**config.mk**
```make
export PLATFORM = sky130hd
export DESIGN_NAME = priority_command_mux_with_timeout_unit
export DESIGN_NICKNAME = d
export VERILOG_FILES = /design/src/rtl/pcmux_pkg.sv /design/src/rtl/priority_command_mux_with_timeout_unit.sv /design/src/rtl/pcmux_core.sv
export SDC_FILE = /design/constraint.sdc
export NUM_CORES = 1
export LEC_CHECK = 0
export BUFFER_PORTS_ARGS = -buffer_cell sky130_fd_sc_hd__buf_2
export CAP_MARGIN = 20
export CORE_ASPECT_RATIO = 1.2
export CORE_MARGIN = 10
export CORE_UTILIZATION = 45
export CTS_CLUSTER_SIZE = 30
export DETAILED_ROUTE_END_ITERATION = 6
export GPL_ROUTABILITY_DRIVEN = 1
export PLACE_DENSITY_LB_ADDON = 0.1
export SLEW_MARGIN = 20
export SYNTH_ARGS = -nofsm -noshare
export SYNTH_HDL_FRONTEND = slang
export SYNTH_SLANG_ARGS = --single-unit
export TNS_END_PERCENT = 1
```
**constraint.sdc**
```tcl
create_clock -name clk -period 11.5 [get_ports clk]
set_input_delay 0.575 -clock clk [delete_from_list [all_inputs] [get_ports clk]]
set_output_delay 0.575 -clock clk [all_outputs]
set_load 0.005 [all_outputs]
```
**src/rtl/pcmux_pkg.sv**
```systemverilog
// Package for the priority command multiplexer: field widths, register map,
// opcode codes and the owner and flag structs shared by the core and top level.
// No dependencies.
package pcmux_pkg;

	localparam int REG_SOURCES = 4;
	localparam int SRC_W       = 2;
	localparam int PRIO_W      = 32;
	localparam int TMO_W       = 16;
	localparam int WORD_W      = 32;
	localparam int WORDS       = 6;
	localparam int CFG_IDX_W   = 3;

	// Register map: priorities first, then timeouts.
	localparam int REG_PRIO_BASE = 0;
	localparam int REG_TMO_BASE  = REG_PRIO_BASE + REG_SOURCES;

	localparam logic [TMO_W-1:0] TMO_RESET = TMO_W'(100);

	localparam logic OP_CMD  = 1'b0;
	localparam logic OP_TICK = 1'b1;

	typedef logic [PRIO_W-1:0] prio_t;
	typedef logic [TMO_W-1:0]  tmo_t;
	typedef logic [WORD_W-1:0] word_t;

	typedef struct packed {
		logic             active;
		logic [SRC_W-1:0] idx;
	} owner_t;

	typedef struct packed {
		logic forward;
		logic changed;
	} mux_flags_t;

endpackage

```
**src/rtl/priority_command_mux_with_timeout_unit.sv**
```systemverilog
// Top level of the priority command multiplexer with per-source timeout.
// Depends on pcmux_pkg and pcmux_core.
//
// Takes one beat per clock while in_stall is low: a velocity command from
// one of the sources or a time tick, and returns exactly one result beat per
// input beat. An accepted beat is held in the input register and then moves
// to the result register, from which its result is offered. The owner and
// the silence counters are updated in the same cycle that the item leaves
// the input register, so consecutive beats run at one per cycle without
// bubbles; only a stall on the result side holds the pipe. Priorities and
// timeouts are written through the configuration port, which is always ready.
module priority_command_mux_with_timeout_unit import pcmux_pkg::*; #(
	parameter int SOURCES    = 4,
	parameter int TIMER_BITS = 16
) (
	input  logic                  clk,
	input  logic                  arst_n,
	input  logic                  in_valid,
	output logic                  in_stall,
	input  logic                  opcode,
	input  logic [SRC_W-1:0]      source,
	input  logic signed [31:0]    linear_x,
	input  logic signed [31:0]    linear_y,
	input  logic signed [31:0]    linear_z,
	input  logic signed [31:0]    angular_x,
	input  logic signed [31:0]    angular_y,
	input  logic signed [31:0]    angular_z,
	output logic                  out_valid,
	input  logic                  out_stall,
	output logic                  forward_valid,
	output logic signed [31:0]    out_linear_x,
	output logic signed [31:0]    out_linear_y,
	output logic signed [31:0]    out_linear_z,
	output logic signed [31:0]    out_angular_x,
	output logic signed [31:0]    out_angular_y,
	output logic signed [31:0]    out_angular_z,
	output logic                  owner_changed,
	output logic                  owner_active,
	output logic [SRC_W-1:0]      owner_source,
	input  logic                  cfg_valid,
	output logic                  cfg_ready,
	input  logic [CFG_IDX_W-1:0]  cfg_index,
	input  logic [31:0]           cfg_data
);

	prio_t  [REG_SOURCES-1:0]             prio_q;
	tmo_t   [REG_SOURCES-1:0]             tmo_q;
	owner_t                               own_q;
	owner_t                               own_d;
	logic [SOURCES-1:0][TIMER_BITS-1:0]   cnt_q;
	logic [SOURCES-1:0][TIMER_BITS-1:0]   cnt_d;
	mux_flags_t                           flags;

	logic                     v_s1;
	logic                     op_s1;
	logic [SRC_W-1:0]         src_s1;
	word_t [WORDS-1:0]        words_s1;

	logic                     v_s2;
	logic                     fwd_s2;
	logic                     chg_s2;
	owner_t                   own_s2;
	word_t [WORDS-1:0]        words_s2;

	logic                     out_free;
	logic                     s1_adv;
	logic                     in_take;

	assign cfg_ready = 1'b1;

	// The result register frees up when empty or when its beat is taken.
	assign out_free = !v_s2 || !out_stall;
	assign s1_adv   = v_s1 && out_free;
	assign in_stall = v_s1 && !out_free;
	assign in_take  = in_valid && !in_stall;

	always_ff @(posedge clk or negedge arst_n) begin
		if (!arst_n) begin
			for (int i = 0; i < REG_SOURCES; i++) begin
				prio_q[i] <= PRIO_W'(i);
				tmo_q[i]  <= TMO_RESET;
			end
		end else if (cfg_valid && cfg_ready) begin
			for (int i = 0; i < REG_SOURCES; i++) begin
				if (cfg_index == CFG_IDX_W'(REG_PRIO_BASE + i)) begin
					prio_q[i] <= cfg_data;
				end
				if (cfg_index == CFG_IDX_W'(REG_TMO_BASE + i)) begin
					tmo_q[i] <= cfg_data[TMO_W-1:0];
				end
			end
		end
	end

	pcmux_core #(
		.SOURCES    (SOURCES),
		.TIMER_BITS (TIMER_BITS)
	) u_core (
		.op    (op_s1),
		.src   (src_s1),
		.own_q (own_q),
		.cnt_q (cnt_q),
		.prio  (prio_q),
		.tmo   (tmo_q),
		.own_d (own_d),
		.cnt_d (cnt_d),
		.flags (flags)
	);

	always_ff @(posedge clk or negedge arst_n) begin
		if (!arst_n) begin
			v_s1  <= 1'b0;
			v_s2  <= 1'b0;
			own_q <= '0;
			cnt_q <= '0;
		end else begin
			if (in_take) begin
				v_s1 <= 1'b1;
			end else if (s1_adv) begin
				v_s1 <= 1'b0;
			end
			if (s1_adv) begin
				v_s2  <= 1'b1;
				own_q <= own_d;
				cnt_q <= cnt_d;
			end else if (!out_stall) begin
				v_s2 <= 1'b0;
			end
		end
	end

	always_ff @(posedge clk) begin
		if (in_take) begin
			op_s1       <= opcode;
			src_s1      <= source;
			words_s1[0] <= linear_x;
			words_s1[1] <= linear_y;
			words_s1[2] <= linear_z;
			words_s1[3] <= angular_x;
			words_s1[4] <= angular_y;
			words_s1[5] <= angular_z;
		end
		if (s1_adv) begin
			fwd_s2   <= flags.forward;
			chg_s2   <= flags.changed;
			own_s2   <= own_d;
			// Words read as zero unless the command was forwarded.
			words_s2 <= flags.forward ? words_s1 : '0;
		end
	end

	assign out_valid     = v_s2;
	assign forward_valid = fwd_s2;
	assign owner_changed = chg_s2;
	assign owner_active  = own_s2.active;
	assign owner_source  = own_s2.idx;
	assign out_linear_x  = words_s2[0];
	assign out_linear_y  = words_s2[1];
	assign out_linear_z  = words_s2[2];
	assign out_angular_x = words_s2[3];
	assign out_angular_y = words_s2[4];
	assign out_angular_z = words_s2[5];

endmodule

```
**src/rtl/pcmux_core.sv**
```systemverilog
// Next-state logic of the multiplexer: grant decision and counter clear for a
// command beat, silence counter advance with owner expiry for a tick beat.
// Depends on pcmux_pkg.
module pcmux_core import pcmux_pkg::*; #(
	parameter int SOURCES    = 4,
	parameter int TIMER_BITS = 16
) (
	input  logic                                 op,
	input  logic [SRC_W-1:0]                     src,
	input  owner_t                               own_q,
	input  logic [SOURCES-1:0][TIMER_BITS-1:0]   cnt_q,
	input  prio_t [REG_SOURCES-1:0]              prio,
	input  tmo_t  [REG_SOURCES-1:0]              tmo,
	output owner_t                               own_d,
	output logic [SOURCES-1:0][TIMER_BITS-1:0]   cnt_d,
	output mux_flags_t                           flags
);

	localparam int CMP_W = (TIMER_BITS > TMO_W) ? TIMER_BITS : TMO_W;

	logic                src_ok;
	logic                grant;
	logic                take_over;
	logic [SOURCES-1:0]  expire;
	logic [SOURCES-1:0]  drop_vec;
	logic                drop;

	assign src_ok = (int'(src) < SOURCES);
	assign grant  = src_ok && (!own_q.active || (own_q.idx == src) ||
		(prio[src] > prio[own_q.idx]));
	assign take_over = grant && (!own_q.active || (own_q.idx != src));

	for (genvar g = 0; g < SOURCES; g++) begin : g_cnt
		logic [TIMER_BITS-1:0] nxt;
		logic [TMO_W-1:0]      limit;

		assign nxt = cnt_q[g] + TIMER_BITS'(1);
		// Sources without a timeout register see a limit of zero and expire every tick.
		if (g < REG_SOURCES) begin : g_reg
			assign limit = tmo[g];
			assign drop_vec[g] = expire[g] && own_q.active && (int'(own_q.idx) == g);
		end else begin : g_noreg
			assign limit = '0;
			assign drop_vec[g] = 1'b0;
		end
		assign expire[g] = (CMP_W'(nxt) >= CMP_W'(limit));

		always_comb begin
			if (op == OP_TICK) begin
				cnt_d[g] = expire[g] ? '0 : nxt;
			end else if (src_ok && (int'(src) == g)) begin
				cnt_d[g] = '0;
			end else begin
				cnt_d[g] = cnt_q[g];
			end
		end
	end

	assign drop = |drop_vec;

	always_comb begin
		own_d         = own_q;
		flags.forward = 1'b0;
		flags.changed = 1'b0;
		if (op == OP_TICK) begin
			if (drop) begin
				own_d         = '0;
				flags.changed = 1'b1;
			end
		end else begin
			flags.forward = grant;
			if (take_over) begin
				own_d.active  = 1'b1;
				own_d.idx     = src;
				flags.changed = 1'b1;
			end
		end
	end

endmodule
```
==> results of run 1 <==
-- layout make-up --
cell class / count / area, um2 / share of cell area (%)
sequential: 653 / 18300 / 55.0
multi-input combinational: 1022 / 9010 / 27.0
timing repair buffer: 452 / 2330 / 7.00
clock buffer: 82 / 1810 / 5.42
tap: 816 / 1020 / 3.06
clock inverter: 43 / 418 / 1.25
inverter: 105 / 402 / 1.20
antenna: 10 / 25.0 / 0.0751
-- sequential cells by signal (all words and copies together) (netlist names) --
register and cells:
words_s1 192, prio_q 128, cnt_q 64, tmo_q 64, out_angular_x 32, out_angular_y 32
out_angular_z 32, out_linear_x 32, out_linear_y 32, out_linear_z 32, own_q 3, owner_source 2
src_s1 2, forward_valid 1, op_s1 1, out_valid 1, owner_active 1, owner_changed 1
v_s1 1
-- metal layers --
layer  vias up  global-route usage (%)  share of wire [%]
li1       7708                       -                  -
met1      8271                    24.3                 42
met2       430                    31.8                 50
met3        91                    3.93                6.4
met4        14                    5.49                1.9
met5         -                       0               0.13
-- cell usage after synthesis, drive strengths merged, types with 3 or more instances --
master	count	area share [%]
clkbuf	46	0.61
inv	104	1.4
o31ai	8	0.21
mux2	178	7.1
and3	20	0.45
nand2b	15	0.33
o2111a	3	0.12
mux4	64	5.1
nand4	13	0.29
o211ai	7	0.19
dfrtp	245	22
nor2b	5	0.11
o21ai	52	0.93
nor3	13	0.25
dfstp	16	1.5
a211oi	8	0.21
ha	100	4.5
nand3	33	0.59
nor2	23	0.31
a21o	26	0.69
o2111ai	3	0.093
o22ai	4	0.089
xnor2	30	0.93
and2	195	4.3
buf	29	0.91
xor2	28	0.87
nor3b	14	0.37
o21bai	12	0.32
nand4b	3	0.093
a41oi	3	0.093
nor4	5	0.11
or2	6	0.13
nand2	72	0.96
edfxtp	392	42
a21oi	29	0.53
or3	3	0.085
a22o	29	0.90
-- metrics by stage --
stage | area [um2] | hold slack, ps | instances | setup WS (ps)
after floorplan | 28100 | 279 | 1855 | 3360
after global placement | 31100 | 473 | 3047 | 6370
after detailed placement | 31100 | 483 | 3048 | 6270
after CTS | 33300 | 38.1 | 3173 | 6250
after global routing | 33300 | 70.5 | 3178 | 5770
final | 33300 | 16.0 | 3183 | 6370
-- cell families after synthesis --
family                   count (synthesis)  synth area share [%]
multiplexers                           244                  12.3
other                                    1                0.0133
buffers and inverters                  180                  2.93
AO/OA/AOI/OAI                          195                  4.76
adder cells (fa/ha/maj)                100                  4.45
XOR/XNOR                                58                  1.81
flip-flops                             653                  65.2
AND/OR/NAND/NOR                        424                  8.54
-- worst max path at each step --
stage	from	endpoint	slack, ps
CTS	own_q[0]	out_linear_z[22]	6250
global route	own_q[0]	out_angular_z[22]	5770
floorplan	out_stall	cnt_q[29]	3360
global placement	own_q[0]	out_angular_y[17]	6370
detailed placement	own_q[0]	out_linear_z[23]	6270
finish	own_q[0]	out_linear_z[5]	6370
-- critical path, cell delays in order, from the launching register on --
cell,delay [ps]
dfrtp_2,830
buf_4,440
mux4_2,540
inv_1,70
ha_1,250
a21oi_1,160
nand2_1,70
a221o_1,340
or3_4,400
a221oi_2,410
a21oi_4,100
buf_4,340
buf_4,480
and2_1,320
-- power breakdown --
part,leakage (nW),switching (mW),total [mW],internal [mW]
clock,1.08,0.931,2.18,1.25
combinational,6.25,0.779,1.53,0.749
sequential,7.05,0.207,3.16,2.95
==> flow_metrics.tcl, run 1 <==
set metrics [dict create \
    worstHoldPathType "input pin to asynchronous set/reset pin" \
    wl_per_instance_um 22.2 \
    cts-htree-levels 3 \
    max-slew-margin-rel_pct 31.8 \
    wl_um 70700 \
    max_freq_ghz 0.195 \
    yosysWarningCount 0 \
    post_synth_inst_count 1855 \
    most_common_library_cell_in_the_layout_ignoring_fill_and_taps "buf_2" \
    drcViolationCount 0 \
    synth.lib_cells_used.distinct 59 \
    die_w_um 248 \
    cts.repair.resized 0 \
    core_um2 61900 \
    place_congestion 0.777 \
    clk-insertion-delay-late_ps 610 \
    outcome "finished clean" \
    grt_setup_unrepaired "false" \
    number_of_clock_sinks 653 \
    row_count 100 \
    postSynthRegisterBits 653 \
    synth-edff-count 392 \
    setup.worst_path.class "flop to flop" \
    synth-seq-area-share_pct 65.2 \
    worst-path-max-fanout 113 \
    initial_antenna_violation_count 17 \
    worst_clock_skew_ps 26.4 \
    drt_iter0_drc 888 \
    layout_common_cells "432 x buf_2, 392 x edfxtp_1, 244 x dfrtp_1, 194 x and2_1, 178 x mux2_2" \
    design_power_total_mw 6.86 \
    synthesis.nets 2190 \
    synthesized_area_per_cell_um2 15.2 \
    powerDensity_nw_per_um2 206 \
    detail-route-antenna-nets 0 \
    synth.cell_area_um2 28100 \
    sum_neg_setup_slack_ps 0 \
    die_y_um 294 \
    layout-area-overhead-vs-synth_pct 18.6 \
    finalCritPeriodShare_pct 44.6 \
    cts.path.max_buffers 3 \
    cts_setup_buffers 0 \
    timing_worst_slew_pin_value_ps 1020 \
    r2r.worst_path.cells 13 \
    total_vias_in_the_final_route 16500 \
    grt_pass1_vias 16800 \
    floorplan.die_area_um2 72900 \
    routed_via_density 5.19 \
    rr_endpoint "out_linear_z[5]" \
    fraction_of_layout_cells_with_a_size_suffix_above_1_pct 35.3 \
    grt_pass1_wl_um 105000 \
    cts.reportedPaths.clkPinSlew_ps 60 \
    numCtsBuffers 69 \
    async_flop_share_pct 40.0 \
    r2r-start "own_q[0]" \
    starting_density_of_the_core_pct 45.4 \
    port-buffer-count 433 \
    ios 435 \
    cts_hold_buffers 0 \
    timing.final.crit_period_ps 5130 \
    synth_top_flop_cell "edfxtp_1" \
    setup.worst_path.start_class "flop" \
    leakagePower_nw 14.4 \
    worstSetupEndpointType "flop" \
    finalHoldViolations 0 \
    worstPathArrival_ps 5500 \
    r2r_setup_slack_ps 6370 \
    clk_root_buffer_cell "clkbuf_16" \
    n_fill_cell 5206 \
    cts_tree "done" \
    report.final.slew_viol_count 0 \
    final_util_pct 53.8 \
    report.final.setup_viol 0 \
    largest_net_degree_at_the_start_of_global_routing 154 \
    final_stage_net_count 2638 \
    drv.max_cap_violation_count 0 \
    grt_usage_pct 18.9 \
    grt-ovfl-total 0 \
    max-vdd-ir-drop_v 0.000142 \
    drt_first_pass_iters 5 \
    timing.critical_path.required_ps 11860 \
    place_hpwl_um 49800 \
]
No activity file was read; power rests on OpenSTA's default activity.
==> inputs of run 2 (changes only) <==
Settings changed: ABC_AREA set to 1.
Clock period 11.5 ns to 4.19 ns, I/O delays scaled along.
==> run 2 against run 1 <==
Net effect:
- synthesized cell count is 38% higher
- clock skew is 3.4 ps lower
- critical path type unchanged
- utilization is 4.5 points higher
- register-to-register slack worse by 6000 ps
==> flow_metrics.tcl, run 2 <==
set metrics [dict create \
    worstHoldPathCells 3 \
    setup.worst_path.start_class "flop" \
    synth-edff-count 392 \
    synth.lib_cells_used.distinct 47 \
    final_cell_area_um2 36300 \
    most_common_library_cell_in_the_layout_ignoring_fill_and_taps "inv_1" \
    routed_via_density 5.01 \
    synth_common_cells "468 x inv_1, 397 x nand2_1, 392 x edfxtp_1, 245 x dfrtp_1, 233 x o21ai_0" \
    drt_iter0_drc 1392 \
    initial_antenna_violation_count 3 \
    postSynthRegisterBits 653 \
    r2r.worst_path.cells 17 \
    port-buffer-count 433 \
    detail-route-antenna-nets 0 \
    timing.final.crit_period_ps 3830 \
    final_util_pct 58.3 \
    grt_setup_unrepaired "false" \
    largest_register_ffs 192 \
    grt_pass1_vias 21200 \
    row_count 100 \
    die_y_um 296 \
    grt-ovfl-total 0 \
    finalCritPeriodShare_pct 91.3 \
    layout_common_cells "467 x inv_1, 432 x buf_2, 394 x nand2_1, 392 x edfxtp_1, 245 x dfrtp_1" \
    cts-htree-levels 3 \
    post_synth_inst_count 2556 \
    cts_setup_buffers 0 \
    cts.path.max_buffers 3 \
    drcViolationCount 0 \
    starting_density_of_the_core_pct 45.7 \
    timing_worst_slew_pin_value_ps 1050 \
    layout_top_registers "words_s1 x192, prio_q x128" \
    yosys-top-cells-area "edfxtp_1 41%, dfrtp_1 22%, inv_1 6.2%, nand2_1 5.2%, ha_1 4.4%" \
    async_flop_share_pct 40.0 \
    outcome "finished clean" \
    r2r-start "src_s1[1]" \
    synth_top_cell_area_share_pct 41.3 \
    max-slew-margin-rel_pct 29.7 \
    report.final.setup_viol 0 \
    clk_root_buffer_cell "clkbuf_16" \
    yosysWarningCount 0 \
    finalHoldViolations 0 \
    r2r_setup_slack_ps 360 \
    max-vdd-ir-drop_v 0.000374 \
    max_freq_ghz 0.261 \
    grt_pass1_wl_um 123000 \
    timing.critical_path.required_ps 4530 \
    drv.max_cap_violation_count 0 \
    final_stage_net_count 3585 \
    numCtsBuffers 71 \
    fraction_of_layout_cells_with_a_size_suffix_above_1_pct 25.0 \
    max_flop_register "words_s1" \
    worstSetupEndpointType "flop" \
    report.final.slew_viol_count 0 \
    floorplan.die_area_um2 73800 \
    post-synth-top-count-cell "inv_1" \
    wl_per_instance_um 19.3 \
    wl_um 79500 \
    rr_endpoint "out_linear_y[15]" \
    synthDominantAreaCellType "edfxtp_1" \
    place_hpwl_um 55700 \
    cts_tree "done" \
    worstHoldPathType "input pin to flop" \
    n_fill_cell 5190 \
    worstHoldEndpoint "tmo_q[48]" \
    timing.hold.worst.start "cfg_data[0]" \
    post_dp_cell_area_um2 31700 \
    synthesized_area_per_cell_um2 11.1 \
    largest_net_degree_at_the_start_of_global_routing 172 \
    worst_clock_skew_ps 23.0 \
    total_vias_in_the_final_route 20700 \
    worstPathArrival_ps 4170 \
    setup.worst_path.class "flop to flop" \
    die_w_um 250 \
    synth.cell_area_um2 28500 \
    worst-path-max-fanout 28 \
    cts.reportedPaths.clkPinSlew_ps 60 \
    synth-seq-area-share_pct 64.3 \
    multi_input_area_um2 7890 \
    layout.area.seq_um2 18300 \
    synthesis.nets 2891 \
    clk-insertion-delay-late_ps 600 \
    drt_first_pass_iters 5 \
    layout-area-overhead-vs-synth_pct 27.6 \
    leakagePower_nw 16.7 \
    design_power_total_mw 20.0 \
    synth_top_flop_cell "edfxtp_1" \
    number_of_clock_sinks 653 \
    core_um2 62300 \
    ios 435 \
    place_congestion 0.849 \
    grt_usage_pct 21.2 \
    powerDensity_nw_per_um2 552 \
]
==> run 2: changes by cell type in the layout (fill, tap and decap cells not counted), sizes merged, moves of 49 or more <==
cell | before | now
o21ai | 52 | 242
o22ai | 4 | 53
nor2 | 23 | 248
inv | 107 | 479
mux2 | 178 | 0
and2 | 195 | 0
mux4 | 64 | 0
dlygate4sd3 | 0 | 229
nand2 | 72 | 398
==> run 2: how the worst max path moves through the flow <==
stage               cells past startpoint       from                to
finish                                 17  src_s1[1]  out_linear_y[15]
detailed placement                     19  src_s1[1]  out_angular_z[2]
floorplan                               7  out_valid         cnt_q[16]
global placement                       19  src_s1[1]  out_linear_y[15]
CTS                                    19  src_s1[1]  out_angular_z[2]
global route                           18  src_s1[1]  out_angular_z[7]
==> run 2: worst max-delay path: stages (launching register included) <==
cell and delay [ps]:
edfxtp_1 390, buf_4 150, inv_1 60, nor2_1 160, clkinv_1 340, buf_12 270, o221ai_1 190, ha_1 190
nand2_1 90, nor2_1 150, nand2_1 100, nor4_2 300, nand3b_1 180, nand2_1 100, nand3_1 170, nand2_8 320
buf_4 300, nor2_2 50
==> run 2: cell families after synthesis <==
kind of cell / share of synthesized area (%)
AND/OR/NAND/NOR: 12.2
flip-flops: 64.3
buffers and inverters: 8.16
AO/OA/AOI/OAI: 9.27
adder cells (fa/ha/maj): 4.39
XOR/XNOR: 1.50
multiplexers: 0.0703
other: 0.0132
==> run 2: report_power, final <==
| group | internal, mW | switching [mW] | total, mW | leakage [nW] |
|---|---|---|---|---|
| Sequential | 8.15 | 0.571 | 8.73 | 7.12 |
| Clock | 3.71 | 2.54 | 6.25 | 1.13 |
| Combinational | 1.93 | 3.14 | 5.07 | 8.50 |
| Total | 13.8 | 6.25 | 20.0 | 16.7 |
==> run 2: layout make-up <==
class	count	area share, %
clock inverters	28	0.796
clock buffers	100	5.61
multi-input cells	1335	21.7
diodes	3	0.0207
inverters	480	5.00
well taps	816	2.81
flip-flops and latches	653	50.4
repair buffers	709	13.6
==> run 2: what timing repair did <==
action                                 CTS  global route
hold buffers                           229             0
setup endpoints to repair                0            12
gates resized for setup                  0             4
endpoints found under the hold margin  376             0
==> run 2: per-layer routing <==
layer | vias up | wire [um] | share of wire (%) | GRT usage [%]
li1 | 9869 | - | - | -
met1 | 10000 | 32400 | 41 | 26.0
met2 | 641 | 40800 | 51 | 37.3
met3 | 114 | 4470 | 5.6 | 4.11
met4 | 2 | 1860 | 2.3 | 6.02
met5 | - | 13 | 0.016 | 0
==> run 2: metrics by stage <==
stage                     setup TNS, ps  hold WS, ps  setup slack (ps)  instances
after floorplan                   -3.44        -86.1             -3.44       2556
after global placement                0          332               157       3764
after detailed placement              0          343               131       3764
after CTS                             0          135               102       4121
after global routing                  0          151              20.5       4122
final                                 0          138               364       4124
